### src/rtl/ftach_pkg.sv
`timescale 1ns / 1ps
`default_nettype none
// ----------------------------------------------------------------------------
// Fan tachometer package
// Shared widths, register map, reset values and the types that pass between
// the measurement front end, the queue and the speed computation back end.
// ----------------------------------------------------------------------------
package ftach_pkg;

  localparam int CAP_W  = 16;   // capture timer width
  localparam int CLK_W  = 27;   // timer_clock_hz register width
  localparam int SUM_W  = 18;   // sum of three 16-bit intervals
  localparam int CNT_W  = 2;    // number of qualifying intervals
  localparam int RPM_W  = 16;
  localparam int NUM_W  = 33;   // 60 * (2^27 - 1) fits in 33 bits
  localparam int STEP_W = $clog2(NUM_W + 1);

  localparam int ADDR_W = 4;
  localparam int DATA_W = 32;

  localparam int EDGES_PER_REV      = 4;
  localparam int QUEUE_DEPTH        = 2;
  localparam int SECONDS_PER_MINUTE = 60;

  localparam logic [CAP_W-1:0] PERIOD_RESET = 16'hFFFF;
  localparam logic [CLK_W-1:0] CLK_HZ_RESET = 27'd1000000;
  localparam logic [CAP_W-1:0] MIN_IV_RESET = 16'd500;
  localparam logic [RPM_W-1:0] RPM_MAX      = 16'hFFFF;

  // Register indexes; the byte address is four times the index.
  localparam logic [1:0] REG_PERIOD = 2'd0;
  localparam logic [1:0] REG_CLK_HZ = 2'd1;
  localparam logic [1:0] REG_MIN_IV = 2'd2;

  typedef struct packed {
    logic [CAP_W-1:0] timer_period;
    logic [CLK_W-1:0] timer_clock_hz;
    logic [CAP_W-1:0] min_interval;
  } cfg_t;

  // One classified measurement waiting for the back end.
  typedef struct packed {
    logic             channel;
    logic [SUM_W-1:0] sum;
    logic [CNT_W-1:0] count;
  } meas_t;

  // Divider command: start pulse and number of quotient bits to produce.
  typedef struct packed {
    logic              start;
    logic [STEP_W-1:0] steps;
  } div_ctrl_t;

endpackage
`default_nettype wire

### src/rtl/ftach_front.sv
`timescale 1ns / 1ps
`default_nettype none
// ----------------------------------------------------------------------------
// Fan tachometer front end
// Forms the three capture intervals with wrap repair, keeps those above the
// minimum, and reduces them to a wide sum and a count.
// ----------------------------------------------------------------------------
module ftach_front (
  input  ftach_pkg::cfg_t                   cfg_i,
  input  logic                              channel_i,
  input  logic [ftach_pkg::CAP_W-1:0]       capture_a_i,
  input  logic [ftach_pkg::CAP_W-1:0]       capture_b_i,
  input  logic [ftach_pkg::CAP_W-1:0]       capture_c_i,
  input  logic [ftach_pkg::CAP_W-1:0]       capture_d_i,
  output ftach_pkg::meas_t                  meas_o
);
  import ftach_pkg::*;

  logic [CAP_W-1:0] cap  [4];
  logic [CAP_W-1:0] span [3];
  logic [2:0]       qual;
  logic [SUM_W-1:0] sum;
  logic [CNT_W-1:0] count;

  assign cap[0] = capture_a_i;
  assign cap[1] = capture_b_i;
  assign cap[2] = capture_c_i;
  assign cap[3] = capture_d_i;

  always_comb begin
    logic [CAP_W:0] wrapped;
    wrapped = '0;
    sum     = '0;
    count   = '0;
    for (int k = 0; k < 3; k++) begin
      // A lower capture means the timer rolled over at the period.
      wrapped = {1'b0, cap[k+1]} + {1'b0, cfg_i.timer_period} - {1'b0, cap[k]};
      if (cap[k+1] >= cap[k]) begin
        span[k] = cap[k+1] - cap[k];
      end else begin
        span[k] = wrapped[CAP_W-1:0];
      end
      qual[k] = span[k] > cfg_i.min_interval;
      if (qual[k]) begin
        sum   = sum + SUM_W'(span[k]);
        count = count + CNT_W'(1);
      end
    end
  end

  assign meas_o.channel = channel_i;
  assign meas_o.sum     = sum;
  assign meas_o.count   = count;

endmodule
`default_nettype wire

### src/rtl/ftach_fifo.sv
`timescale 1ns / 1ps
`default_nettype none
// ----------------------------------------------------------------------------
// Fan tachometer measurement queue
// Short register queue that decouples the front end from the back end.
// ----------------------------------------------------------------------------
module ftach_fifo #(
  parameter int Depth = ftach_pkg::QUEUE_DEPTH
) (
  input  logic             clk_i,
  input  logic             rst_ni,
  input  logic             push_i,
  input  ftach_pkg::meas_t wdata_i,
  output logic             full_o,
  input  logic             pop_i,
  output logic             empty_o,
  output ftach_pkg::meas_t rdata_o
);
  import ftach_pkg::*;

  localparam int PtrW = (Depth > 1) ? $clog2(Depth) : 1;
  localparam int LvlW = $clog2(Depth + 1);

  meas_t           mem_q [Depth];
  logic [PtrW-1:0] wr_ptr_q, wr_ptr_d;
  logic [PtrW-1:0] rd_ptr_q, rd_ptr_d;
  logic [LvlW-1:0] level_q, level_d;
  logic            do_push, do_pop;

  assign full_o  = level_q == LvlW'(Depth);
  assign empty_o = level_q == '0;
  assign do_push = push_i && !full_o;
  assign do_pop  = pop_i && !empty_o;
  assign rdata_o = mem_q[rd_ptr_q];

  always_comb begin
    wr_ptr_d = wr_ptr_q;
    rd_ptr_d = rd_ptr_q;
    level_d  = level_q;
    if (do_push) begin
      wr_ptr_d = (wr_ptr_q == PtrW'(Depth - 1)) ? '0 : wr_ptr_q + PtrW'(1);
    end
    if (do_pop) begin
      rd_ptr_d = (rd_ptr_q == PtrW'(Depth - 1)) ? '0 : rd_ptr_q + PtrW'(1);
    end
    if (do_push && !do_pop) begin
      level_d = level_q + LvlW'(1);
    end else if (do_pop && !do_push) begin
      level_d = level_q - LvlW'(1);
    end
  end

  always_ff @(posedge clk_i or negedge rst_ni) begin
    if (!rst_ni) begin
      wr_ptr_q <= '0;
      rd_ptr_q <= '0;
      level_q  <= '0;
    end else begin
      wr_ptr_q <= wr_ptr_d;
      rd_ptr_q <= rd_ptr_d;
      level_q  <= level_d;
    end
  end

  always_ff @(posedge clk_i) begin
    if (do_push) begin
      mem_q[wr_ptr_q] <= wdata_i;
    end
  end

endmodule
`default_nettype wire

### src/rtl/ftach_div.sv
`timescale 1ns / 1ps
`default_nettype none
// ----------------------------------------------------------------------------
// Fan tachometer divider
// Restoring divider producing one quotient bit per cycle. The dividend is
// loaded left aligned so that only the requested number of bits is worked.
// ----------------------------------------------------------------------------
module ftach_div #(
  parameter int DenW = 18
) (
  input  logic                          clk_i,
  input  logic                          rst_ni,
  input  ftach_pkg::div_ctrl_t          ctrl_i,
  input  logic [ftach_pkg::NUM_W-1:0]   dividend_i,
  input  logic [DenW-1:0]               divisor_i,
  output logic                          done_o,
  output logic [ftach_pkg::NUM_W-1:0]   quotient_o
);
  import ftach_pkg::*;

  logic              busy_q;
  logic              done_q;
  logic [STEP_W-1:0] cnt_q;
  logic [NUM_W-1:0]  dvd_q;
  logic [NUM_W-1:0]  quo_q;
  logic [DenW-1:0]   dvs_q;
  logic [DenW-1:0]   rem_q;

  logic [DenW:0]     trial;
  logic              fits;
  logic [DenW:0]     diff;

  assign trial = {rem_q, dvd_q[NUM_W-1]};
  assign fits  = trial >= {1'b0, dvs_q};
  assign diff  = trial - {1'b0, dvs_q};

  always_ff @(posedge clk_i or negedge rst_ni) begin
    if (!rst_ni) begin
      busy_q <= 1'b0;
      done_q <= 1'b0;
      cnt_q  <= '0;
    end else begin
      // Done pulses for one cycle after the last quotient bit is worked.
      done_q <= busy_q && !ctrl_i.start && (cnt_q == STEP_W'(1));
      if (ctrl_i.start) begin
        busy_q <= 1'b1;
        cnt_q  <= ctrl_i.steps;
      end else if (busy_q) begin
        cnt_q <= cnt_q - STEP_W'(1);
        if (cnt_q == STEP_W'(1)) begin
          busy_q <= 1'b0;
        end
      end
    end
  end

  always_ff @(posedge clk_i) begin
    if (ctrl_i.start) begin
      dvd_q <= dividend_i;
      dvs_q <= divisor_i;
      rem_q <= '0;
      quo_q <= '0;
    end else if (busy_q) begin
      dvd_q <= {dvd_q[NUM_W-2:0], 1'b0};
      quo_q <= {quo_q[NUM_W-2:0], fits};
      rem_q <= fits ? diff[DenW-1:0] : trial[DenW-1:0];
    end
  end

  assign done_o     = done_q;
  assign quotient_o = quo_q;

endmodule
`default_nettype wire

### src/rtl/ftach_back.sv
`timescale 1ns / 1ps
`default_nettype none
// ----------------------------------------------------------------------------
// Fan tachometer back end
// Sequences the shared divider for the average interval and the speed, then
// saturates the speed and hands the result to the output register.
// ----------------------------------------------------------------------------
module ftach_back #(
  parameter int EdgesPerRev = ftach_pkg::EDGES_PER_REV
) (
  input  logic                          clk_i,
  input  logic                          rst_ni,
  input  logic [ftach_pkg::CLK_W-1:0]   timer_clock_hz_i,
  input  logic                          empty_i,
  input  ftach_pkg::meas_t              meas_i,
  output logic                          pop_o,
  output logic                          out_valid_o,
  input  logic                          out_stall_i,
  output logic                          channel_out_o,
  output logic [ftach_pkg::RPM_W-1:0]   rpm_o,
  output logic [ftach_pkg::CNT_W-1:0]   valid_count_o,
  output logic                          saturated_o
);
  import ftach_pkg::*;

  localparam int DenW = $clog2(EdgesPerRev * 65536);

  typedef enum logic [3:0] {
    ST_IDLE = 4'b0001,
    ST_AVG  = 4'b0010,
    ST_RPM  = 4'b0100,
    ST_HOLD = 4'b1000
  } state_e;

  state_e            state_q, state_d;
  div_ctrl_t         div_ctrl;
  logic [NUM_W-1:0]  div_dividend;
  logic [DenW-1:0]   div_divisor;
  logic              div_done;
  logic [NUM_W-1:0]  div_quo;

  logic              chan_q;
  logic [CNT_W-1:0]  cnt_q;
  logic [RPM_W-1:0]  res_rpm_q, res_rpm_d;
  logic              res_sat_q, res_sat_d;
  logic              res_load;

  logic              out_valid_q;
  logic              out_free;
  logic              out_load;
  logic              quo_over;

  assign out_free = !out_valid_q || !out_stall_i;
  assign quo_over = |div_quo[NUM_W-1:RPM_W];

  always_comb begin
    state_d        = state_q;
    pop_o          = 1'b0;
    div_ctrl.start = 1'b0;
    div_ctrl.steps = STEP_W'(SUM_W);
    div_dividend   = {meas_i.sum, {(NUM_W - SUM_W){1'b0}}};
    div_divisor    = DenW'(meas_i.count);
    res_load       = 1'b0;
    res_rpm_d      = '0;
    res_sat_d      = 1'b0;
    out_load       = 1'b0;
    unique case (state_q)
      ST_IDLE: begin
        if (!empty_i) begin
          pop_o = 1'b1;
          if (meas_i.count == '0) begin
            res_load = 1'b1;
            state_d  = ST_HOLD;
          end else begin
            div_ctrl.start = 1'b1;
            state_d        = ST_AVG;
          end
        end
      end
      ST_AVG: begin
        // Average interval is at most 65535, so the low bits carry it.
        div_dividend   = NUM_W'(timer_clock_hz_i) * NUM_W'(SECONDS_PER_MINUTE);
        div_divisor    = DenW'(div_quo[CAP_W-1:0]) * DenW'(EdgesPerRev);
        div_ctrl.steps = STEP_W'(NUM_W);
        if (div_done) begin
          div_ctrl.start = 1'b1;
          state_d        = ST_RPM;
        end
      end
      ST_RPM: begin
        if (div_done) begin
          res_load  = 1'b1;
          res_sat_d = quo_over;
          res_rpm_d = quo_over ? RPM_MAX : div_quo[RPM_W-1:0];
          state_d   = ST_HOLD;
        end
      end
      ST_HOLD: begin
        if (out_free) begin
          out_load = 1'b1;
          state_d  = ST_IDLE;
        end
      end
      default: state_d = ST_IDLE;
    endcase
  end

  ftach_div #(
    .DenW (DenW)
  ) u_div (
    .clk_i      (clk_i),
    .rst_ni     (rst_ni),
    .ctrl_i     (div_ctrl),
    .dividend_i (div_dividend),
    .divisor_i  (div_divisor),
    .done_o     (div_done),
    .quotient_o (div_quo)
  );

  always_ff @(posedge clk_i or negedge rst_ni) begin
    if (!rst_ni) begin
      state_q     <= ST_IDLE;
      out_valid_q <= 1'b0;
    end else begin
      state_q <= state_d;
      if (out_load) begin
        out_valid_q <= 1'b1;
      end else if (!out_stall_i) begin
        out_valid_q <= 1'b0;
      end
    end
  end

  always_ff @(posedge clk_i) begin
    if (pop_o) begin
      chan_q <= meas_i.channel;
      cnt_q  <= meas_i.count;
    end
    if (res_load) begin
      res_rpm_q <= res_rpm_d;
      res_sat_q <= res_sat_d;
    end
    if (out_load) begin
      channel_out_o <= chan_q;
      valid_count_o <= cnt_q;
      rpm_o         <= res_rpm_q;
      saturated_o   <= res_sat_q;
    end
  end

  assign out_valid_o = out_valid_q;

endmodule
`default_nettype wire

### src/rtl/fan_tachometer_rpm.sv
`timescale 1ns / 1ps
`default_nettype none
// ----------------------------------------------------------------------------
// Fan tachometer, capture values to revolutions per minute
// Throughput: the back end takes one transaction at a time, since the shared
//   one-bit-a-cycle divider works its average and then its speed; the queue
//   accepts new transactions meanwhile.
// Reset: asynchronous active low; the queue and the output empty, and the
//   registers take period 65535, clock 1 MHz, minimum interval 500.
// ----------------------------------------------------------------------------
//
// Structure
//   ftach_front  forms three intervals from the four captures. A capture below
//                its predecessor means the timer wrapped at timer_period. Only
//                intervals strictly above min_interval are summed (18 bits, so
//                no overflow) and counted.
//   ftach_fifo   a two-entry queue. The input is stalled only when it is full,
//                so new transactions are taken while the back end is busy.
//   ftach_back   divides the sum by the count, then divides 60 * clock by
//                EdgesPerRev * average, both on one shared divider, and
//                saturates the speed at 65535. A result waits in a holding
//                state until the output register is free, which leaves the
//                queue free to fill in the meantime.
//
// A transaction without any qualifying interval skips the divider and gives
// rpm 0, count 0 and no saturation.
//
// Configuration is an APB-style slave with no wait states. The register index
// is paddr[3:2]; writes to the unused index are ignored and read back zero.
module fan_tachometer_rpm #(
  parameter int EdgesPerRev = ftach_pkg::EDGES_PER_REV,
  parameter int QueueDepth  = ftach_pkg::QUEUE_DEPTH
) (
  input  logic                             clk_i,
  input  logic                             rst_ni,

  input  logic                             in_valid_i,
  output logic                             in_stall_o,
  input  logic                             channel_i,
  input  logic [ftach_pkg::CAP_W-1:0]      capture_a_i,
  input  logic [ftach_pkg::CAP_W-1:0]      capture_b_i,
  input  logic [ftach_pkg::CAP_W-1:0]      capture_c_i,
  input  logic [ftach_pkg::CAP_W-1:0]      capture_d_i,

  output logic                             out_valid_o,
  input  logic                             out_stall_i,
  output logic                             channel_out_o,
  output logic [ftach_pkg::RPM_W-1:0]      rpm_o,
  output logic [ftach_pkg::CNT_W-1:0]      valid_count_o,
  output logic                             saturated_o,

  input  logic                             psel,
  input  logic                             penable,
  input  logic                             pwrite,
  input  logic [ftach_pkg::ADDR_W-1:0]     paddr,
  input  logic [ftach_pkg::DATA_W-1:0]     pwdata,
  output logic [ftach_pkg::DATA_W-1:0]     prdata,
  output logic                             pready
);
  import ftach_pkg::*;

  cfg_t        cfg_q;
  logic        cfg_write;
  logic [1:0]  reg_idx;

  meas_t       front_meas;
  meas_t       queue_meas;
  logic        queue_full;
  logic        queue_empty;
  logic        queue_pop;

  // --------------------------------------------------------------------------
  // Configuration registers
  // --------------------------------------------------------------------------
  assign pready    = 1'b1;
  assign reg_idx   = paddr[3:2];
  assign cfg_write = psel && penable && pwrite;

  always_ff @(posedge clk_i or negedge rst_ni) begin
    if (!rst_ni) begin
      cfg_q.timer_period   <= PERIOD_RESET;
      cfg_q.timer_clock_hz <= CLK_HZ_RESET;
      cfg_q.min_interval   <= MIN_IV_RESET;
    end else if (cfg_write) begin
      unique case (reg_idx)
        REG_PERIOD: cfg_q.timer_period   <= pwdata[CAP_W-1:0];
        REG_CLK_HZ: cfg_q.timer_clock_hz <= pwdata[CLK_W-1:0];
        REG_MIN_IV: cfg_q.min_interval   <= pwdata[CAP_W-1:0];
        default: ;
      endcase
    end
  end

  always_comb begin
    unique case (reg_idx)
      REG_PERIOD: prdata = DATA_W'(cfg_q.timer_period);
      REG_CLK_HZ: prdata = DATA_W'(cfg_q.timer_clock_hz);
      REG_MIN_IV: prdata = DATA_W'(cfg_q.min_interval);
      default:    prdata = '0;
    endcase
  end

  // --------------------------------------------------------------------------
  // Front end: classify the captures of each transaction as it arrives.
  // --------------------------------------------------------------------------
  ftach_front u_front (
    .cfg_i       (cfg_q),
    .channel_i   (channel_i),
    .capture_a_i (capture_a_i),
    .capture_b_i (capture_b_i),
    .capture_c_i (capture_c_i),
    .capture_d_i (capture_d_i),
    .meas_o      (front_meas)
  );

  // --------------------------------------------------------------------------
  // Queue between the two halves; its full flag is the input stall.
  // --------------------------------------------------------------------------
  assign in_stall_o = queue_full;

  ftach_fifo #(
    .Depth (QueueDepth)
  ) u_fifo (
    .clk_i   (clk_i),
    .rst_ni  (rst_ni),
    .push_i  (in_valid_i),
    .wdata_i (front_meas),
    .full_o  (queue_full),
    .pop_i   (queue_pop),
    .empty_o (queue_empty),
    .rdata_o (queue_meas)
  );

  // --------------------------------------------------------------------------
  // Back end: average, speed, saturation and the output register.
  // --------------------------------------------------------------------------
  ftach_back #(
    .EdgesPerRev (EdgesPerRev)
  ) u_back (
    .clk_i            (clk_i),
    .rst_ni           (rst_ni),
    .timer_clock_hz_i (cfg_q.timer_clock_hz),
    .empty_i          (queue_empty),
    .meas_i           (queue_meas),
    .pop_o            (queue_pop),
    .out_valid_o      (out_valid_o),
    .out_stall_i      (out_stall_i),
    .channel_out_o    (channel_out_o),
    .rpm_o            (rpm_o),
    .valid_count_o    (valid_count_o),
    .saturated_o      (saturated_o)
  );

  // --------------------------------------------------------------------------
  // Assertions
  // --------------------------------------------------------------------------
  // A result without qualifying intervals carries a zero speed.
  assert property (@(posedge clk_i) disable iff (!rst_ni)
    out_valid_o && valid_count_o == '0 |-> rpm_o == '0 && !saturated_o)
    else $error("nonzero speed reported with no qualifying interval");

  // A saturated result always reads full scale and has a nonzero count.
  assert property (@(posedge clk_i) disable iff (!rst_ni)
    out_valid_o && saturated_o |-> rpm_o == RPM_MAX && valid_count_o != '0)
    else $error("saturated result is not at full scale");

  // A period write lands in the register on the next cycle.
  assert property (@(posedge clk_i) disable iff (!rst_ni)
    cfg_write && reg_idx == REG_PERIOD |=> cfg_q.timer_period == $past(pwdata[CAP_W-1:0]))
    else $error("timer period register write lost");

  // The back end never pops an empty queue.
  assert property (@(posedge clk_i) disable iff (!rst_ni)
    queue_pop |-> !queue_empty)
    else $error("queue popped while empty");

endmodule
`default_nettype wire
### config.mk
export PLATFORM = sky130hd
export DESIGN_NAME = fan_tachometer_rpm
export DESIGN_NICKNAME = d
export VERILOG_FILES = /design/src/rtl/ftach_pkg.sv /design/src/rtl/ftach_front.sv /design/src/rtl/ftach_fifo.sv /design/src/rtl/ftach_div.sv /design/src/rtl/ftach_back.sv /design/src/rtl/fan_tachometer_rpm.sv
export SDC_FILE = /design/constraint.sdc
export NUM_CORES = 1
export LEC_CHECK = 0
export ABC_AREA = 1
export BUFFER_PORTS_ARGS = -buffer_cell sky130_fd_sc_hd__buf_2
export CAP_MARGIN = 30
export CORE_MARGIN = 2
export CORE_UTILIZATION = 30
export DETAILED_ROUTE_END_ITERATION = 12
export HOLD_SLACK_MARGIN = 0.12
export SETUP_SLACK_MARGIN = 0.02
export SYNTH_ARGS = -nofsm -noshare
export SYNTH_HDL_FRONTEND = slang
export SYNTH_SLANG_ARGS = --single-unit
### constraint.sdc
create_clock -name clk_i -period 7.2 [get_ports clk_i]
set_clock_uncertainty 0.2 [all_clocks]
set_input_delay 0 -clock clk_i [delete_from_list [all_inputs] [get_ports clk_i]]
set_output_delay 0 -clock clk_i [all_outputs]
set_load 0.01 [all_outputs]
* Yosys cells after proc, flatten, opt, wreduce, memory -nomap -nowiden *
Memory sizes are Yosys's and may differ from the RTL's.
Cells that the tools add are included.

storage, ports and cells
  register bits after elaboration = 218
  bits of input ports = 108
  logic and storage cells = 138
  output and inout port bits = 55
  RAM bits = 42
  memories = 1

memories
  memory        depth  width  read ports  clocked after memory_dff  wr ports  line              RTL
  u_fifo.mem_q  2      21     1           0                         1         ftach_fifo.sv:24  meas_t mem_q [Depth];

cells by class
  magnitude comparators = 7
  multiply operators = 1
  muxes and demuxes = 46
  $add $sub $neg = 19
  equal/unequal tests = 13
  reductions and logical operators = 27

operators by type and width
  operator                                              number
  2-to-1 mux 33 bit                                     3
  subtractor 16 bit                                     6
  one-hot mux 27 bit (3 select lines)                   1
  2-to-1 mux 16 bit                                     5
  2-to-1 mux 18 bit                                     3
  adder 16 bit                                          3
  >= comparator 16 bit                                  3
  greater-than comparator 16 bit                        3
  multiplier 27 x 4 -> 31 bit (second input constant)   1
  2-to-1 mux 4 bit                                      5
  >= comparator 19 x 18 -> 1 bit                        1
  2-to-1 mux 1 bit                                      19
  adder 18 x 16 -> 18 bit                               1
  2-to-1 mux 6 bit                                      3
  subtractor 18 bit                                     1
  adder 16 x 16 -> 17 bit                               1
  OR reduction 17 bit                                   1
  one-hot mux 4 bit (4 select lines)                    1
  logical AND 1 bit                                     8
  2-to-1 mux 2 bit                                      4
  AND reduction 2 bit                                   4
  zero test 1 bit                                       7
  equality test 6 x 1 -> 1 bit (second input constant)  1
  zero test 2 bit                                       3
  17 further kinds                                      25

* Logic depth before layout (Yosys ltp) *
Gate-level depths: netlist of run 1.

  word-level depth = 9
  gate-level depth with buffers = 48
  depth with buffers taken out = 46

* Cells and area by module *
A second synthesis of run 1 with hierarchy kept.

unflattened totals
  cell total of the unflattened synthesis = 3672
  area, all modules = 25953.6 µm²

modules (own cells, without submodules)
  module              cells an instance  area each (µm²)  seq. area each (µm²)  times used
  ftach_front         1712               10244.8          0.0                   1
  ftach_back          787                5562.8           1327.5                1
  ftach_div           672                5446.5           2752.6                1
  fan_tachometer_rpm  360                2947.8           1512.7                1
  ftach_fifo          141                1751.7           1361.3                1

* Worst setup path before layout of run 1 *
No wires, ideal clock.

  path type = reg-to-reg
  start = register cfg_q[45] in the netlist's numbering
  end = memory u_fifo.mem_q[0][16] in the netlist's numbering (data pin)
  stages on the path, launching flop included = 44
  slack = 0.774 ns
  clock period less this slack = 6.426 ns
  required time = 6.743 ns
  path buffers = 1
  setup time = 0.257 ns
  arrival = 5.969 ns
  path through = dfstp_2 -> inv_1 -> fa_1 -> inv_1 -> ha_1 -> or2_2 -> nand3_1 -> nand2_1 -> nand2_1 -> nand2_1 -> nand2_1 -> nand3_1 -> nand2_1 -> inv_1 -> ha_1 -> nand2_1 -> nor2_1 -> nand2_1 -> [... 8 more ...] -> nand2_1 -> nand2_1 -> o21ai_0 -> o21ai_0 -> a21oi_1 -> xor2_1 -> nand2_1 -> and2_1 -> ha_1 -> nand2_1 -> nor2_1 -> nand4_1 -> nand2_1 -> nand2_1 -> nand2_1 -> nand2_1 -> nand3_1 -> nand2_1

RTL lines
  item         line                      RTL
  from (decl)  fan_tachometer_rpm.sv:62  cfg_t cfg_q;
  to (decl)    ftach_fifo.sv:24

==> metrics, run 1 <==
H-tree levels=1; CP bufs+invs=5; share of cells above drive strength 1=around a tenth; kind of critical path=reg -> reg; Antenna Diode Count=0; initial antenna violation count=0; Top delay family on crit path=adder cells; number of global-route vias before repair=20800; global-route wire length before repair=between 100000 and 150000 um; drt pass-1 iters=5; Clock Pin Slew Worst Setup and Hold Paths=60 ps; Core Util, Final=35.3%; crit path capture type=flop; max incr delay on CP=570 ps; min-delay worst type=in -> reg; Crit Path Max Fanout=5; DP Wirelength=just under 60000 um; area grow syn2layout=16.0%; CTS root buf=clkbuf_16; Most used DFF post-synth=edfxtp_1; Starting DRT DRC Count=roughly 1400; Max Root-Sink Buffers=3; Cells after Synth=3289; drt drc=0; Unique masters post-synth=52; Sink Count=258; Die Span X=287 um; Crit. Startpoint=cfg_q[44]; Die Area=about 83000 um^2; Slew Limit Fails=0; critical path arrival=around 6900 ps; row count=103; FF+latch count, synth=258; CP startpoint kind=flop; HP Start=capture_b_i[0]; Synth area leader=edfxtp_1; final net count=3952; I/O pins=163; share of the synthesized area in the top cell type=16.3%; Post-synth top cells=nand2_1, inv_1, a21oi_1, ha_1, nor2_1; period utilization=95.1%; remaining antenna violation count=0; Total Wirelength=71800 um; EDFF count, synth=131; Synth area leaders=edfxtp_1, nand2_1, ha_1, inv_1, fa_1; sequential fraction of the synthesis area=between 20% and 30%; FFs w/ async S/R, synth=29.5%; most frequent cell after synthesis=nand2_1; height of the die=about 290 um; Core ar.=79300 um^2; Inserted Clock Buffers=27; MaxCap Viol Count=0; port bufs=149; final hold violation count=0; mapped cell area=~24000 um^2; TritonCTS clock tree=done; GP Congestion=0.939; setup violators final=0; DR vias=approximately 22000; synthesized area per cell=7.32 um^2; leakage=13.9 nW; Top cell by count, worst path=nand2_1; fin crit period=6850 ps; Slowest-stage cell, CP=dfstp_2; clk_lat worst skew=570 ps; gr ovfl total=0; maximum vdd drop=0.246 mV; synth warn=0; Worst-Margin Slew=roughly 1100 ps; Final WS setup=roughly 350 ps; Crit path required time=around 7300 ps; vias per cell=roughly 4.7; DR WL/cell=between 15 and 20 um; pwr dens=501 nW/um^2; status=finished clean; worst rel slew slack=29.0%; GRT Util Overall=between 15 and 20%; worst flop-to-flop path startpoint=cfg_q[44]; pre-CTS setup slack=254 ps; pin count of the biggest net entering global routing=56; Initial Utilization=30.4%; fmax=0.146 GHz
tightest hold or removal path: stages:
cell and delay [ps]:
buf_2 150, ha_1 150, nand2_1 60, nand2_1 110
nand3_1 90, nand2_1 80, nand2_1 50, nand2_1 100
registers in the layout (all words and copies together), names as in the netlist, 2 cells and up:
signal                   flops
cfg_q                       59
u_fifo.mem_q                42
u_back.u_div.quotient_o     33
u_back.u_div.dvd_q          31
u_back.u_div.dvs_q          18
u_back.u_div.rem_q          18
u_back.res_rpm_q            16
u_back.rpm_o                16
u_back.u_div.cnt_q           6
u_back.state_q               4
u_back.cnt_q                 2
u_back.valid_count_o         2
u_fifo.level_q               2
stage by stage:
step	cell area (um^2)	power (mW)	std cells	hold WS, ps	setup TNS [ps]
6_report	28000	14.0	4580	166	0
5_1_grt	28000	15.6	4580	224	-360
4_1_cts	27600	13.7	4569	149	0
3_5_place_dp	26100	12.3	4459	-257	0
3_3_place_gp	26100	12.2	4456	-254	0
2_1_floorplan	24100	9.80	3293	-496	0
what timing repair did:
item | CTS | global route
resized for setup | 0 | 63
hold buffers | 60 | 0
endpoints found under the setup margin | 0 | 22
setup buffers | 0 | 9
endpoints found under the hold margin | 176 | 0
layer usage:
layer  up-vias  wire [um]  track usage [%]
met5         -          0                0
met4         0       1880             4.60
met3        92       2800             1.29
li1      11100          -                -
met1     10000      33300             22.8
met2       472      33800             29.5
placed cells by master, fill, tap and decap left out, drive strengths merged, types with 31 or more instances in the layout:
| master | count |
|---|---|
| nand2 | 863 |
| inv | 565 |
| a21oi | 237 |
| ha | 233 |
| nor2 | 217 |
| nand3 | 207 |
| o21ai | 202 |
| buf | 194 |
| edfxtp | 131 |
| fa | 102 |
| xor2 | 61 |
| dlygate4sd3 | 59 |
| dfxtp | 51 |
| xnor2 | 47 |
| dfrtp | 46 |
| clkbuf | 40 |
| nand4 | 32 |
| o22ai | 31 |
final timing paths:
check	to	slack (ps)	cells after the start
min in group asynchronous	cfg_q[39]	290	4
setup / recovery	u_fifo.mem_q[0][17]	350	37
max in group asynchronous	cfg_q[38]	5780	4
hold / removal	u_fifo.mem_q[0][2]	170	8
hold reg to reg	u_back.rpm_o[11]	220	0
setup reg to reg	u_fifo.mem_q[0][17]	350	37
kinds of logic (layout without fill, tap and decap cells):
family / Yosys count / count (layout) / share of synthesized area, %
compound gates: 540 / 541 / 12.2
xor+xnor: 108 / 108 / 3.93
fa+ha+maj: 335 / 335 / 20.6
buf+inv: 633 / 869 / 10.1
flops: 258 / 258 / 28.6
mux: 3 / 3 / 0.125
other cells: 2 / 6 / 0.0312
simple gates: 1410 / 1410 / 24.4
layout make-up:
class	instances	area [um^2]
clock inverter	10	77.6
timing repair buffer	253	1710
inverter	566	2140
sequential	258	6890
fill	8489	51300
clock buffer	40	778
multi-input combinational	2403	15000
tap	1050	1310
report_power, final:
part,total (mW),internal [mW],switching (mW)
sequential,2.66,2.38,0.282
clock,1.35,0.757,0.593
combinational,10.0,3.67,6.34
No activity file was read; power rests on OpenSTA's default activity.
==> run 2, diff against run 1 <==
==> constraint.sdc (replaced) <==
create_clock -name clk_i -period 8.15 [get_ports clk_i]
set_clock_uncertainty 0.2 [all_clocks]
set_input_delay 0 -clock clk_i [delete_from_list [all_inputs] [get_ports clk_i]]
set_output_delay 0 -clock clk_i [all_outputs]
set_load 0.01 [all_outputs]
==> run 2 against run 1 <==
Flip-flop and latch count unchanged. Via count down 0.72%. Critical path depth up 5. Critical path type unchanged. Highest routed layer unchanged.
==> metrics, run 2 (same netlist as run 1, synthesis figures left out) <==
DP Wirelength=approximately 59000 um; fmax=0.139 GHz; Die Span X=~290 um; MaxCap Viol Count=0; placed cell count=around 4400; GRT Util Overall=17.3%; Slowest-stage cell, CP=dfstp_2; commonest non-fill, non-tap cell in the layout=nand2_1; Top cell by count, worst path=nand2_1; worst rel slew slack=35.5%; min-delay worst type=in -> reg; drt drc=0; gr ovfl total=0; max reg flops=roughly 60; RSZ-0062 raised after global routing=false; Core Util, Final=a little over a third; critical path arrival=7310 ps; area grow syn2layout=14.5%; crit path capture type=flop; Worst-Margin Slew=964 ps; Largest Register=cfg_q; Final Total Pwr=12.2 mW; Initial Utilization=between 30% and 40%; CTS root buf=clkbuf_16; drt pass-1 iters=5; max incr delay on CP=560 ps; setup TNS=0 ps; DR WL/cell=roughly 16 um; commonest non-fill, non-tap cells in the layout=nand2_1, inv_1, a21oi_1; height of the die=287 um; Inserted Clock Buffers=27; maximum vdd drop=0.178 mV; Crit path required time=8260 ps; Total Wirelength=71600 um; share of cells above drive strength 1=under 10%; Sink Count=258; row count=103; Antenna Diode Count=0; Core ar.=79300 um^2; Starting DRT DRC Count=~1400; leakage=about 14 nW; pin count of the biggest net entering global routing=56; final hold violation count=0; Max Root-Sink Buffers=3; setup violators final=0; GP Congestion=around 0.94; H-tree levels=1; Clock Pin Slew Worst Setup and Hold Paths=70 ps; setup bufs post-CTS=0; Crit Path Max Fanout=7; Die Area=82600 um^2; post-route insts no fill=roughly 4600; remaining antenna violation count=0; final net count=between 3000 and 4000; CP startpoint kind=flop; fillers=8502; TritonCTS clock tree=done; pwr dens=442 nW/um^2; global-route wire length before repair=113000 um; period utilization=88.4%; DR vias=21500; port bufs=149; final hold slack=192 ps; vias per cell=between 4 and 5; I/O pins=around 160; status=finished clean; Slew Limit Fails=0; fin crit period=7200 ps; number of global-route vias before repair=21000; kind of critical path=reg -> reg; initial antenna violation count=0; clk_lat worst skew=560 ps
-- run 2: report_power, final --
| part | total (mW) | leakage (nW) | switching [mW] | internal [mW] |
|---|---|---|---|---|
| Clock | 1.35 | 0.472 | 0.547 | 0.806 |
| Combinational | 8.49 | 10.8 | 5.48 | 3.01 |
| Sequential | 2.35 | 2.56 | 0.251 | 2.10 |
| Total | 12.2 | 13.8 | 6.28 | 5.92 |
-- run 2: routing by layer --
layer | vias to the layer above | track usage, % | wire, um
li1 | 11000 | - | -
met3 | 127 | 1.75 | 3220
met2 | 495 | 29.5 | 33300
met5 | - | 0 | 0
met4 | 0 | 6.93 | 3070
met1 | 9849 | 22.3 | 32000
-- run 2: stage by stage --
step / cell area (um^2) / worst slack, ps
3_5_place_dp: 26000 / 1030
3_3_place_gp: 25900 / 1080
4_1_cts: 27600 / 1000
6_report: 27600 / 946
5_1_grt: 27600 / 382
2_1_floorplan: 24100 / 1720
-- run 2: area by class of cell --
type	count	area [um^2]	area share, %
clock buffers	33	771	2.79
inverters	566	2120	7.70
well taps	1050	1310	4.76
clock inverters	17	213	0.771
multi-input cells	2402	14800	53.6
flip-flops and latches	258	6890	25.0
repair buffers	224	1490	5.41
-- run 2: final timing paths --
kind	cells past startpoint	startpoint	endpoint	slack, ps
setup / recovery	42	cfg_q[57]	u_fifo.mem_q[0][16]	950
hold / removal	8	capture_b_i[0]	u_fifo.mem_q[1][2]	190
setup reg to reg	42	cfg_q[57]	u_fifo.mem_q[0][16]	950
hold reg to reg	0	u_back.res_rpm_q[9]	u_back.rpm_o[9]	220
max in group asynchronous	4	rst_ni	cfg_q[16]	6720
min in group asynchronous	4	rst_ni	cfg_q[39]	300
-- run 2: critical path, delay by kind of cell, from the launching register on --
family	cells	cell delay [ps]
fa+ha+maj	6	1960
flops	1	560
xor+xnor	1	160
compound gates	6	1260
buf+inv	6	630
simple gates	23	2190
-- run 2: what timing repair did --
action	CTS	global route
hold buffers	60	0
endpoints found under the hold margin	176	0
resized for setup	0	0
==> run 3, diff against run 2 <==
--- a/config.mk
+++ b/config.mk
@@ -15,4 +15,5 @@
 export SETUP_SLACK_MARGIN = 0.02
 export SYNTH_ARGS = -nofsm -noshare
 export SYNTH_HDL_FRONTEND = slang
+export SYNTH_HIERARCHICAL = 1
 export SYNTH_SLANG_ARGS = --single-unit
==> run 3 against run 2 <==
Clock power hardly changed. Total power rose by 1.6%. Worst hold slack got worse by 32 ps. Clock-buffer cell count rose by 1. Fmax decreased by 2.5%. Sequential share of layout area decreased by 1.8 points. Non-clock buffer count is 50 higher. Critical path depth is 2 lower. Critical path type unchanged. Critical endpoint is now u_fifo/mem_q[0][15].
==> metrics, run 3 <==
area grow syn2layout=15.6%; GP Congestion=0.907; maximum vdd drop=0.203 mV; fillers=9237; Core ar.=around 85000 um^2; register area=6950 um^2; Crit path required time=between 8000 and 9000 ps; Switching Fraction=roughly 50%; Logic pwr share=between 60% and 70%; pin count of the biggest net entering global routing=62; final hold violation count=0; CTS root buf=clkbuf_16; Max Root-Sink Buffers=3; Clock power frac=between 10% and 20%; port bufs=roughly 150; share of the synthesized area in the top cell type=between 10% and 20%; commonest non-fill, non-tap cells in the layout=nand2_1, inv_1, ha_1; fmax=between 0.1 and 0.15 GHz; Initial Utilization=a little under a third; setup bufs post-CTS=0; max reg flops=59; Psw=6.35 mW; leakage=around 16 nW; MaxCap Viol Count=0; largest registers=cfg_q x59, u_fifo/mem_q x42; Starting DRT DRC Count=roughly 1300; FF+latch count, synth=260; status=finished clean; Pint=6.04 mW; Die Area=88900 um^2; FFs w/ async S/R, synth=about 29%; TritonCTS clock tree=done; worst rel slew slack=33.0%; height of the die=a little under 300 um; Antenna Diode Count=0; Unique masters post-synth=70; period utilization=between 90% and 100%; min-delay worst type=in -> reg; Sink Count=260; Final Total Pwr=12.4 mW; Final WS setup=759 ps; DR WL/cell=14.4 um; post-layout instance area=30000 um^2; I/O pins=163; sequential fraction of the synthesis area=a little over a quarter; gr ovfl total=0; drt drc=0; Slew Limit Fails=0; Top cell by count, worst path=nand2_1; DR vias=23200; row count=approximately 110; DP Wirelength=between 50000 and 60000 um; initial antenna violation count=0; Multi-input gate area=16000 um^2; drt pass-1 iters=7; global-route wire length before repair=between 100000 and 150000 um; EDFF count, synth=133; share of cells above drive strength 1=10.3%; Clock Pin Slew Worst Setup and Hold Paths=60 ps; crit path capture type=flop; kind of critical path=reg -> reg; CP bufs+invs=2; commonest non-fill, non-tap cell in the layout=nand2_1; Post-synth top cells=nand2_1, inv_1, ha_1, nand3_1, nor2_1; RSZ-0062 raised after global routing=false; Total Wirelength=~73000 um; Die Span X=298 um; DP Area=27800 um^2; Largest Register=cfg_q; Inserted Clock Buffers=31; Synth area leaders=nand2_1, edfxtp_1, ha_1, inv_1, fa_1; setup violators final=0; Synth area leader=nand2_1; pre-CTS setup slack=735 ps; most frequent cell after synthesis=nand2_1; Slowest-stage cell, CP=dfstp_2; synth warn=6; CP startpoint kind=flop; remaining antenna violation count=0; pwr dens=413 nW/um^2; vias per cell=around 4.6; critical path arrival=7500 ps; final net count=4362; max incr delay on CP=550 ps; Reg power frac=roughly a fifth; Crit Path Max Fanout=6; R2R Setup Slk=760 ps; synthesized area per cell=7.07 um^2; GRT Util Overall=16.4%; Most used DFF post-synth=edfxtp_1; H-tree levels=1; Top delay family on crit path=simple AND/OR/NAND/NOR gates; number of global-route vias before repair=22200; clk_lat worst skew=~590 ps; Worst-Margin Slew=around 1000 ps; mapped cell area=26000 um^2; fin crit period=about 7400 ps; setup TNS=0 ps; Cells after Synth=3672
## run 3: cell types whose count changed after synthesis, moves of 46 or more
| cell | change |
|---|---|
| nand2_1 | +363 |
| inv_1 | +123 |
| o21ai_0 | -104 |
| a21oi_1 | -82 |
| nand2_2 | +59 |
| nor2_1 | -46 |
## run 3: stage by stage
| stage | utilization [%] | cells | hold WS, ps |
|---|---|---|---|
| after CTS | 35.1 | 5087 | 130 |
| after global routing | 35.1 | 5088 | 186 |
| final | 35.1 | 5088 | 160 |
| after global placement | 32.5 | 4912 | -290 |
| after floorplan | - | 3679 | -496 |
| after detailed placement | 32.6 | 4914 | -295 |
## run 3: timing repair
action | CTS | global route
endpoints found under the setup margin | 0 | 2
hold buffers | 115 | 0
endpoints found under the hold margin | 185 | 0
gates resized for setup | 0 | 1
## run 3: layer usage
layer / up-vias / routed length (um) / track usage, %
li1: 12000 / - / -
met1: 10600 / 32500 / 20.8
met2: 536 / 34700 / 28.7
met3: 126 / 3260 / 1.65
met4: 0 / 2930 / 5.81
met5: - / 0 / 0
## run 3: power groups by stage
stage / logic (mW) / clock network (mW) / registers [mW]
3_3_place_gp: 8.46 / 0 / 2.38
5_1_grt: 9.95 / 1.47 / 2.41
3_5_place_dp: 8.55 / 0 / 2.39
6_report: 8.64 / 1.38 / 2.36
2_1_floorplan: 6.64 / 0 / 2.31
4_1_cts: 8.65 / 1.42 / 2.36
## run 3: area by class of cell
class	instances	area share [%]
Clock inverter	24	0.796
Sequential cell	260	23.2
Inverter	704	8.82
Multi-Input combinational cell	2648	53.2
Timing Repair Buffer	274	6.64
Tap cell	1144	4.77
Clock buffer	34	2.62
## run 3: worst reg2reg max path, delay by kind of cell (launching register included)
kind | cells | cell delay, ps
adder cells (fa/ha/maj) | 6 | 2180
AND/OR/NAND/NOR | 24 | 2520
buffers and inverters | 2 | 230
AO/OA/AOI/OAI | 7 | 1240
flip-flops | 1 | 550
XOR/XNOR | 1 | 180
## run 3: kinds of logic (layout without fill, tap and decap cells)
group           Yosys count  count (layout)  synth area share [%]
mux                       5               5                 0.193
compound gates          362             362                  7.97
fa+ha+maj               335             335                  19.1
flops                   260             260                  26.8
xor+xnor                 90              90                  3.04
other cells               3              10                0.0434
buf+inv                 771            1036                  11.9
simple gates           1846            1846                  31.0
## run 3: worst paths after layout
check                                          from                   to  cells after the start
worst max-delay path                      cfg_q[54]  u_fifo/mem_q[0][15]                     40
worst min-delay path                     in_valid_i      u_fifo/wr_ptr_q                      6
worst max register to register            cfg_q[54]  u_fifo/mem_q[0][15]                     40
worst min register to register  u_back/res_rpm_q[0]      u_back/rpm_o[0]                      0
max in group asynchronous                    rst_ni            cfg_q[51]                      5
min in group asynchronous                    rst_ni            cfg_q[29]                      4
